[src/hw/rtl/svwm_pkg.sv]
`timescale 1ns / 1ps

package svwm_pkg;

  localparam int NumVoices   = 6;
  localparam int NumSquare   = 3;
  localparam int PhaseW      = 16;
  localparam int LevelW      = 16;
  localparam int FreqW       = 17;
  localparam int ChanW       = 3;
  localparam int SampleW     = 16;
  localparam int NoiseRegs   = 4;
  localparam int NoiseRegW   = 64;
  localparam int NoiseBits   = NoiseRegs * NoiseRegW;
  localparam int CfgIdxW     = 3;
  localparam int CfgDataW    = 64;
  localparam int MixShift    = 11;
  localparam int FullLevelLog = 15;   // full level is 2^15 - 1

  // signed level sum of six voices: +/-6 * 32768 fits in 19 bits
  localparam int SumW  = 19;
  // sum scaled by the full level, wide enough for bits up to MixShift+SampleW
  localparam int ProdW = SumW + FullLevelLog;

  localparam logic [SampleW-1:0] FullLevel = SampleW'((1 << FullLevelLog) - 1);

  typedef logic signed [SumW-1:0]  sum_t;
  typedef logic signed [ProdW-1:0] prod_t;

  typedef enum logic {
    OP_SAMPLE = 1'b0,
    OP_SET    = 1'b1
  } op_t;

  typedef enum logic [CfgIdxW-1:0] {
    CFG_PLAY_ENABLE = 3'd0,
    CFG_NOISE_0     = 3'd1,
    CFG_NOISE_1     = 3'd2,
    CFG_NOISE_2     = 3'd3,
    CFG_NOISE_3     = 3'd4
  } cfg_idx_t;

  // command from the input handshake to the voice bank
  typedef struct packed {
    logic                     set;      // write level and step of one voice
    logic                     advance;  // step every phase after a sample
    logic [ChanW-1:0]         channel;
    logic [PhaseW-1:0]        step;
    logic signed [LevelW-1:0] level;
  } voice_cmd_t;

endpackage

[src/hw/rtl/six_voice_wavetable_mixer.sv]
`timescale 1ns / 1ps

// Six-voice tone mixer: three square voices and three noise voices.
//
// Input channel (in_valid/in_ready): one item per transfer. operation
// OP_SET loads level and phase step (freq >> 1) of voice 'channel';
// channels 6 and 7 are dropped. OP_SAMPLE mixes all six voices and then
// steps every phase; with play_enable low it is consumed with no result.
// Output channel (out_valid/out_ready): one result per enabled sample,
// mixed_sample is bits 26..11 of the 32767-scaled sum, offset_sample is
// that value plus 32767, both wrapping mod 2^16.
// Throughput: one item per cycle while in_ready is high; the voice state
// is read and updated at the accepting edge, so back-to-back samples see
// each other's phases. Two registered stages (level sum, then output)
// form a pipeline that keeps moving while the output register drains;
// when the receiver stalls both stages fill and in_ready drops, nothing
// is lost. The user must write configuration (cfg_we, cfg_index,
// cfg_data) only when idle; the block does not enforce it. Reset clears
// the phases, steps, levels, noise pattern, play_enable and both stage
// valid flags; in_ready stays low while rst is high.
module six_voice_wavetable_mixer (
  input  logic                                 clk,
  input  logic                                 rst,
  // configuration
  input  logic                                 cfg_we,
  input  logic [svwm_pkg::CfgIdxW-1:0]         cfg_index,
  input  logic [svwm_pkg::CfgDataW-1:0]        cfg_data,
  // input items
  input  logic                                 in_valid,
  output logic                                 in_ready,
  input  logic                                 operation,
  input  logic [svwm_pkg::ChanW-1:0]           channel,
  input  logic [svwm_pkg::FreqW-1:0]           freq,
  input  logic signed [svwm_pkg::LevelW-1:0]   volume,
  // results
  output logic                                 out_valid,
  input  logic                                 out_ready,
  output logic signed [svwm_pkg::SampleW-1:0]  mixed_sample,
  output logic [svwm_pkg::SampleW-1:0]         offset_sample
);

  // configuration registers
  logic                                 play_enable;
  logic [svwm_pkg::NoiseBits-1:0]       noise;

  always_ff @(posedge clk) begin
    if (rst) begin
      play_enable <= 1'b0;
      noise       <= '0;
    end else if (cfg_we) begin
      unique case (svwm_pkg::cfg_idx_t'(cfg_index))
        svwm_pkg::CFG_PLAY_ENABLE: play_enable <= cfg_data[0];
        svwm_pkg::CFG_NOISE_0: noise[0*svwm_pkg::NoiseRegW +: svwm_pkg::NoiseRegW] <= cfg_data;
        svwm_pkg::CFG_NOISE_1: noise[1*svwm_pkg::NoiseRegW +: svwm_pkg::NoiseRegW] <= cfg_data;
        svwm_pkg::CFG_NOISE_2: noise[2*svwm_pkg::NoiseRegW +: svwm_pkg::NoiseRegW] <= cfg_data;
        svwm_pkg::CFG_NOISE_3: noise[3*svwm_pkg::NoiseRegW +: svwm_pkg::NoiseRegW] <= cfg_data;
        default: ;  // unused index, write dropped
      endcase
    end
  end

  // input transfer decode
  logic                  in_fire;
  logic                  sample_fire;
  svwm_pkg::voice_cmd_t  cmd;
  svwm_pkg::sum_t        level_sum;

  assign in_fire     = in_valid && in_ready;
  assign sample_fire = in_fire && (svwm_pkg::op_t'(operation) == svwm_pkg::OP_SAMPLE)
                       && play_enable;

  always_comb begin
    cmd.set     = in_fire && (svwm_pkg::op_t'(operation) == svwm_pkg::OP_SET)
                  && (channel < svwm_pkg::ChanW'(svwm_pkg::NumVoices));
    cmd.advance = sample_fire;
    cmd.channel = channel;
    cmd.step    = freq[svwm_pkg::FreqW-1:1];
    cmd.level   = volume;
  end

  svwm_voice_bank u_voice_bank (
    .clk       (clk),
    .rst       (rst),
    .cmd       (cmd),
    .noise     (noise),
    .level_sum (level_sum)
  );

  // stage 1: signed level sum of the sample in flight
  logic            s1_valid;
  svwm_pkg::sum_t  s1_sum;
  logic            out_open;
  logic            s1_open;

  assign out_open = !out_valid || out_ready;
  assign s1_open  = !s1_valid || out_open;
  assign in_ready = s1_open && !rst;

  always_ff @(posedge clk) begin
    if (rst) begin
      s1_valid <= 1'b0;
    end else if (s1_open) begin
      s1_valid <= sample_fire;
    end
  end

  always_ff @(posedge clk) begin
    if (sample_fire) begin
      s1_sum <= level_sum;
    end
  end

  // stage 2: scale by 32767 as (x << 15) - x, take bits 26..11
  svwm_pkg::prod_t                 scaled;
  logic [svwm_pkg::SampleW-1:0]    mixed_next;

  always_comb begin
    scaled = svwm_pkg::prod_t'(svwm_pkg::prod_t'(s1_sum) <<< svwm_pkg::FullLevelLog)
             - svwm_pkg::prod_t'(s1_sum);
    mixed_next = scaled[svwm_pkg::MixShift +: svwm_pkg::SampleW];
  end

  always_ff @(posedge clk) begin
    if (rst) begin
      out_valid <= 1'b0;
    end else if (out_open) begin
      out_valid <= s1_valid;
    end
  end

  always_ff @(posedge clk) begin
    if (out_open && s1_valid) begin
      mixed_sample  <= $signed(mixed_next);
      offset_sample <= svwm_pkg::SampleW'(mixed_next + svwm_pkg::FullLevel);
    end
  end

endmodule

[src/hw/rtl/svwm_voice_bank.sv]
`timescale 1ns / 1ps

// Six voice registers and the signed level sum of the current wave points.
module svwm_voice_bank (
  input  logic                                clk,
  input  logic                                rst,
  input  svwm_pkg::voice_cmd_t                cmd,
  input  logic [svwm_pkg::NoiseBits-1:0]      noise,
  output svwm_pkg::sum_t                      level_sum
);

  logic [svwm_pkg::PhaseW-1:0]        phase      [svwm_pkg::NumVoices];
  logic [svwm_pkg::PhaseW-1:0]        phase_step [svwm_pkg::NumVoices];
  logic signed [svwm_pkg::LevelW-1:0] voice_level[svwm_pkg::NumVoices];

  logic [7:0]      wave_idx [svwm_pkg::NumVoices];
  logic            wave_pos [svwm_pkg::NumVoices];
  svwm_pkg::sum_t  term     [svwm_pkg::NumVoices];

  always_ff @(posedge clk) begin
    if (rst) begin
      for (int v = 0; v < svwm_pkg::NumVoices; v++) begin
        phase[v]       <= '0;
        phase_step[v]  <= '0;
        voice_level[v] <= '0;
      end
    end else begin
      for (int v = 0; v < svwm_pkg::NumVoices; v++) begin
        if (cmd.set && (cmd.channel == svwm_pkg::ChanW'(v))) begin
          phase_step[v]  <= cmd.step;
          voice_level[v] <= cmd.level;
        end
        if (cmd.advance) begin
          phase[v] <= svwm_pkg::PhaseW'(phase[v] + phase_step[v]);
        end
      end
    end
  end

  // square voices: high for the first half of a 64-step cycle
  always_comb begin
    level_sum = '0;
    for (int v = 0; v < svwm_pkg::NumVoices; v++) begin
      wave_idx[v] = phase[v][15:8];
      if (v < svwm_pkg::NumSquare) begin
        wave_pos[v] = ~wave_idx[v][5];
      end else begin
        wave_pos[v] = noise[wave_idx[v]];
      end
      term[v] = wave_pos[v] ? svwm_pkg::sum_t'(voice_level[v])
                            : -svwm_pkg::sum_t'(voice_level[v]);
      level_sum = svwm_pkg::sum_t'(level_sum + term[v]);
    end
  end

endmodule

[config.mk]
export PLATFORM = sky130hd
export DESIGN_NAME = six_voice_wavetable_mixer
export DESIGN_NICKNAME = d
export VERILOG_FILES = /design/src/hw/rtl/svwm_pkg.sv /design/src/hw/rtl/six_voice_wavetable_mixer.sv /design/src/hw/rtl/svwm_voice_bank.sv
export SDC_FILE = /design/constraint.sdc
export NUM_CORES = 2
export LEC_CHECK = 0
export BUFFER_PORTS_ARGS = -buffer_cell sky130_fd_sc_hd__buf_2
export CORE_MARGIN = 4
export CORE_UTILIZATION = 63
export DETAILED_ROUTE_END_ITERATION = 12
export PLACE_DENSITY_LB_ADDON = 0.12
export SYNTH_ARGS = -nofsm -noshare
export SYNTH_HDL_FRONTEND = slang
export SYNTH_SLANG_ARGS = --single-unit
[constraint.sdc]
create_clock -name clk -period 9.6 [get_ports clk]
set_input_delay 0.48 -clock clk [delete_from_list [all_inputs] [get_ports clk]]
set_output_delay 0.48 -clock clk [all_outputs]
set_load 0.005 [all_outputs]
==> flow_summary_export.csv <==
group,metric,value,unit
outcome,status,"finished, final reports clean",
sta,min_period,8719,ps
sta,maxSlewViolCount,0,
power_and_ir_drop,p_int,5.239,mW
clock_tree,htreeDepth,3,
sta,slew_headroom,7.792,%
grt,grtUsageTotal,32.54,%
sta,max_slew.worst_pin.slew,1383,ps
power_and_ir_drop,p_clk_share,33.3,%
power_and_ir_drop,power_frac_seq,38.8,%
floorplanning,num_io_pins,143,
sta,fin_hold_ws,143.6,ps
critical_path,worst-path-max-fanout,18,
detailed_routing,firstDrtPassIters,6,
clock_tree,cts_made_buffers,67,
yosys,synthCells,3534,
yosys,synth-main-ff-cell,"edfxtp_1",
yosys,synth_area_leader_cell,"edfxtp_1",
clock_tree,root_buffer,"clkbuf_16",
clock_tree,clock_latency,610,ps
flow_run,maxCapViolations,0,
power_and_ir_drop,irDropWorstVdd,0.1926,mV
detailed_routing,post_drt_wl_per_cell,22.61,um
grt,antenna_found_initial,10,
power_and_ir_drop,p_sw,2.320,mW
min_path,hp-class,"in2reg",
detailed_routing,ant_nets,0,
power_and_ir_drop,p_leak,14.58,nW
floorplanning,initial_utilization,63.54,%
yosys,netlist_area,35830,um2
sta,fmax,114.7,MHz
yosys,synth_edf_count,327,
placed_design,routabilityCongestion,0.9993,
cells_and_area,layout-drive-gt1-share,14.23,%
yosys,yosysSeqAreaShare,41.88,%
cells_and_area,fin_cells,4403,
floorplanning,rows,87,
critical_path,start_kind,"flop",
yosys,ys_seq_elements,586,
floorplanning,die_x,246.5,um
cells_and_area,area_growth,9.432,%
floorplanning,core,56390,um2
critical_path,cp-end-kind,"flop",
power_and_ir_drop,power_switching_share,30.69,%
detailed_routing,viasPerCell,6.346,
yosys,synth.most_common_cell,"nand2_1",
clock_tree,clockBufferDepth,3,
clock_tree,cts_hold_buf,0,
detailed_routing,drc,0,
grt,grt-ovfl-total,0,
yosys,synth_cell_type_count,82,
detailed_routing,drt-initial-drc-count,2698,
yosys,yosys_warnings,0,
power_and_ir_drop,p_per_area,192.8,nW/um2
sta,finalSetupViolations,0,
grt,grt_pass1_wl,152.9,mm
placed_design,preCtsSetupSlack,986.2,ps
sta,fin_ws,880.6,ps
clock_tree,cts_resized,0,
critical_path,critPathKind,"reg2reg",
grt,grt_max_degree,108,
detailed_routing,routed_wl,99.53,mm
cells_and_area,final_nets,3894,
cells_and_area,fillers,4298,
sta,clock_skew,27.61,ps
critical_path,cp.required,9950,ps
floorplanning,dieArea,60750,um2
yosys,syn_nets,3839,
sta,hold_violations,0,
critical_path,arrival,9070,ps
sta,fin_setup_tns,0,ps
yosys,synth.avg_cell_area,10.14,um2
placed_design,post-place-cells,4276,
yosys,synth_top_area_share,27.41,%
clock_tree,cts.clk_slew.worst_paths,60,ps
sta,rsz0062_at_grt,"false",
clock_tree,cts_tree,"done",
floorplanning,die_h,246.5,um
placed_design,portBuffers,141,
sta,period_share,90.83,%
clock_tree,clock_sinks,586,
yosys,synth_commonest_cells,"nand2_1 (648), edfxtp_1 (327), a21oi_1 (310), dfxtp_1 (259), and2_1 (198)",
grt,grt_pass1_vias,27240,
yosys,yosys-top-cells-area,"edfxtp_1 (27%), dfxtp_1 (14%), mux4_2 (9.4%)",
placed_design,hpwl,70.99,mm
clock_tree,cts_setup_buffers,0,
detailed_routing,via_count,27940,
power_and_ir_drop,comb_power_share,27.9,%
yosys,async_flop_share,0,%
## registers in the layout, indices dropped and copies added (netlist names)
| register | flops |
|---|---|
| s1_sum | 19 |
| play_enable | 1 |
| noise | 256 |
| u_voice_bank.phase_step | 90 |
| s1_valid | 1 |
| u_voice_bank.phase | 90 |
| out_valid | 1 |
| mixed_sample | 16 |
| u_voice_bank.voice_level | 96 |
| offset_sample | 16 |
## layout make-up
class / instances / area [um2] / share of cell area [%]
multi-input cells: 2556 / 19260 / 49.13
flip-flops and latches: 586 / 15000 / 38.27
clock buffers: 94 / 1864 / 4.755
repair buffers: 186 / 1115 / 2.843
well taps: 756 / 945.9 / 2.412
inverters: 192 / 720.7 / 1.838
clock inverters: 27 / 282.8 / 0.7212
diodes: 6 / 15.01 / 0.03829
## logic make-up (layout without fill, tap and decap cells)
group                      count (synthesis)  count (layout)  synth area share [%]
muxes                                    264             264                 13.12
buffers and inverters                    392             499                 4.543
xor gates and xnor gates                 185             185                 4.561
other                                      0               6                     0
AOI/OAI and AO/OA                        638             638                 10.87
adders and majority gates                196             196                 8.458
DFF                                      586             586                 41.88
and+or+nand+nor                         1273            1273                 16.57
## worst max-delay path: stages (launching register included)
cell and delay (ps):
edfxtp_1 1130, buf_12 280, mux4_1 570, mux4_2 480, a21oi_1 380, nor3b_1 140
o311ai_4 710, o31ai_1 200, xnor2_1 200, fa_1 510, inv_1 60, fa_1 500
fa_1 610, inv_1 60, ha_1 290, a21o_1 170, a21oi_1 220, o21ai_0 120
a21o_1 210, a21oi_1 200, o21ai_0 150, o41ai_1 690, o2111ai_1 270, a21oi_1 220
xnor2_1 80
## through the flow
| stage | total power [mW] | utilization [%] | area, um2 |
|---|---|---|---|
| 2_1_floorplan | 4.570 | - | 35830 |
| 3_3_place_gp | 4.990 | 65.70 | 37050 |
| 3_5_place_dp | 5.068 | 65.70 | 37050 |
| 4_1_cts | 7.582 | 69.51 | 39200 |
| 5_1_grt | 7.981 | 69.52 | 39200 |
| 6_report | 7.559 | 69.54 | 39210 |
## metal layers
metal	wire (um)	GRT usage (%)	up-vias	part of all wire (%)
met5	48	0	-	0.048
met4	4917	14.88	8	4.9
met3	9214	7.357	359	9.3
met2	46000	52.02	1391	46
met1	39350	42.63	13480	40
li1	-	-	12700	-
## layout by cell type (no fill, tap or decap), drive strengths merged, types with 18 or more instances in the layout
master / count
a21o: 23
a21oi: 310
a31oi: 18
and2: 199
buf: 185
clkbuf: 95
dfxtp: 259
edfxtp: 327
fa: 77
ha: 119
inv: 195
mux2: 40
mux2i: 66
mux4: 158
nand2: 648
nand2b: 28
nand3: 54
nor2: 132
nor2b: 30
nor3: 70
o21ai: 88
o31ai: 28
o41ai: 22
or2: 21
xnor2: 140
xor2: 44
## final timing paths
path | start | end | slack (ps) | cells past startpoint
worst max-delay path | u_voice_bank.phase[4][8] | s1_sum[17] | 880 | 24
worst min-delay path | cfg_data[37] | noise[229] | 140 | 3
worst max register to register | u_voice_bank.phase[4][8] | s1_sum[17] | 880 | 24
worst min register to register | noise[75] | noise[75] | 480 | 2
## power by group through the flow
| stage | Combinational (mW) | Clock, mW | Sequential [mW] |
|---|---|---|---|
| final | 2.11 | 2.52 | 2.93 |
| after global placement | 2.02 | 0 | 2.97 |
| after CTS | 2.10 | 2.55 | 2.93 |
| after floorplan | 1.63 | 0 | 2.94 |
| after global routing | 2.38 | 2.66 | 2.94 |
| after detailed placement | 2.09 | 0 | 2.98 |
No activity file was read; power rests on OpenSTA's default activity.
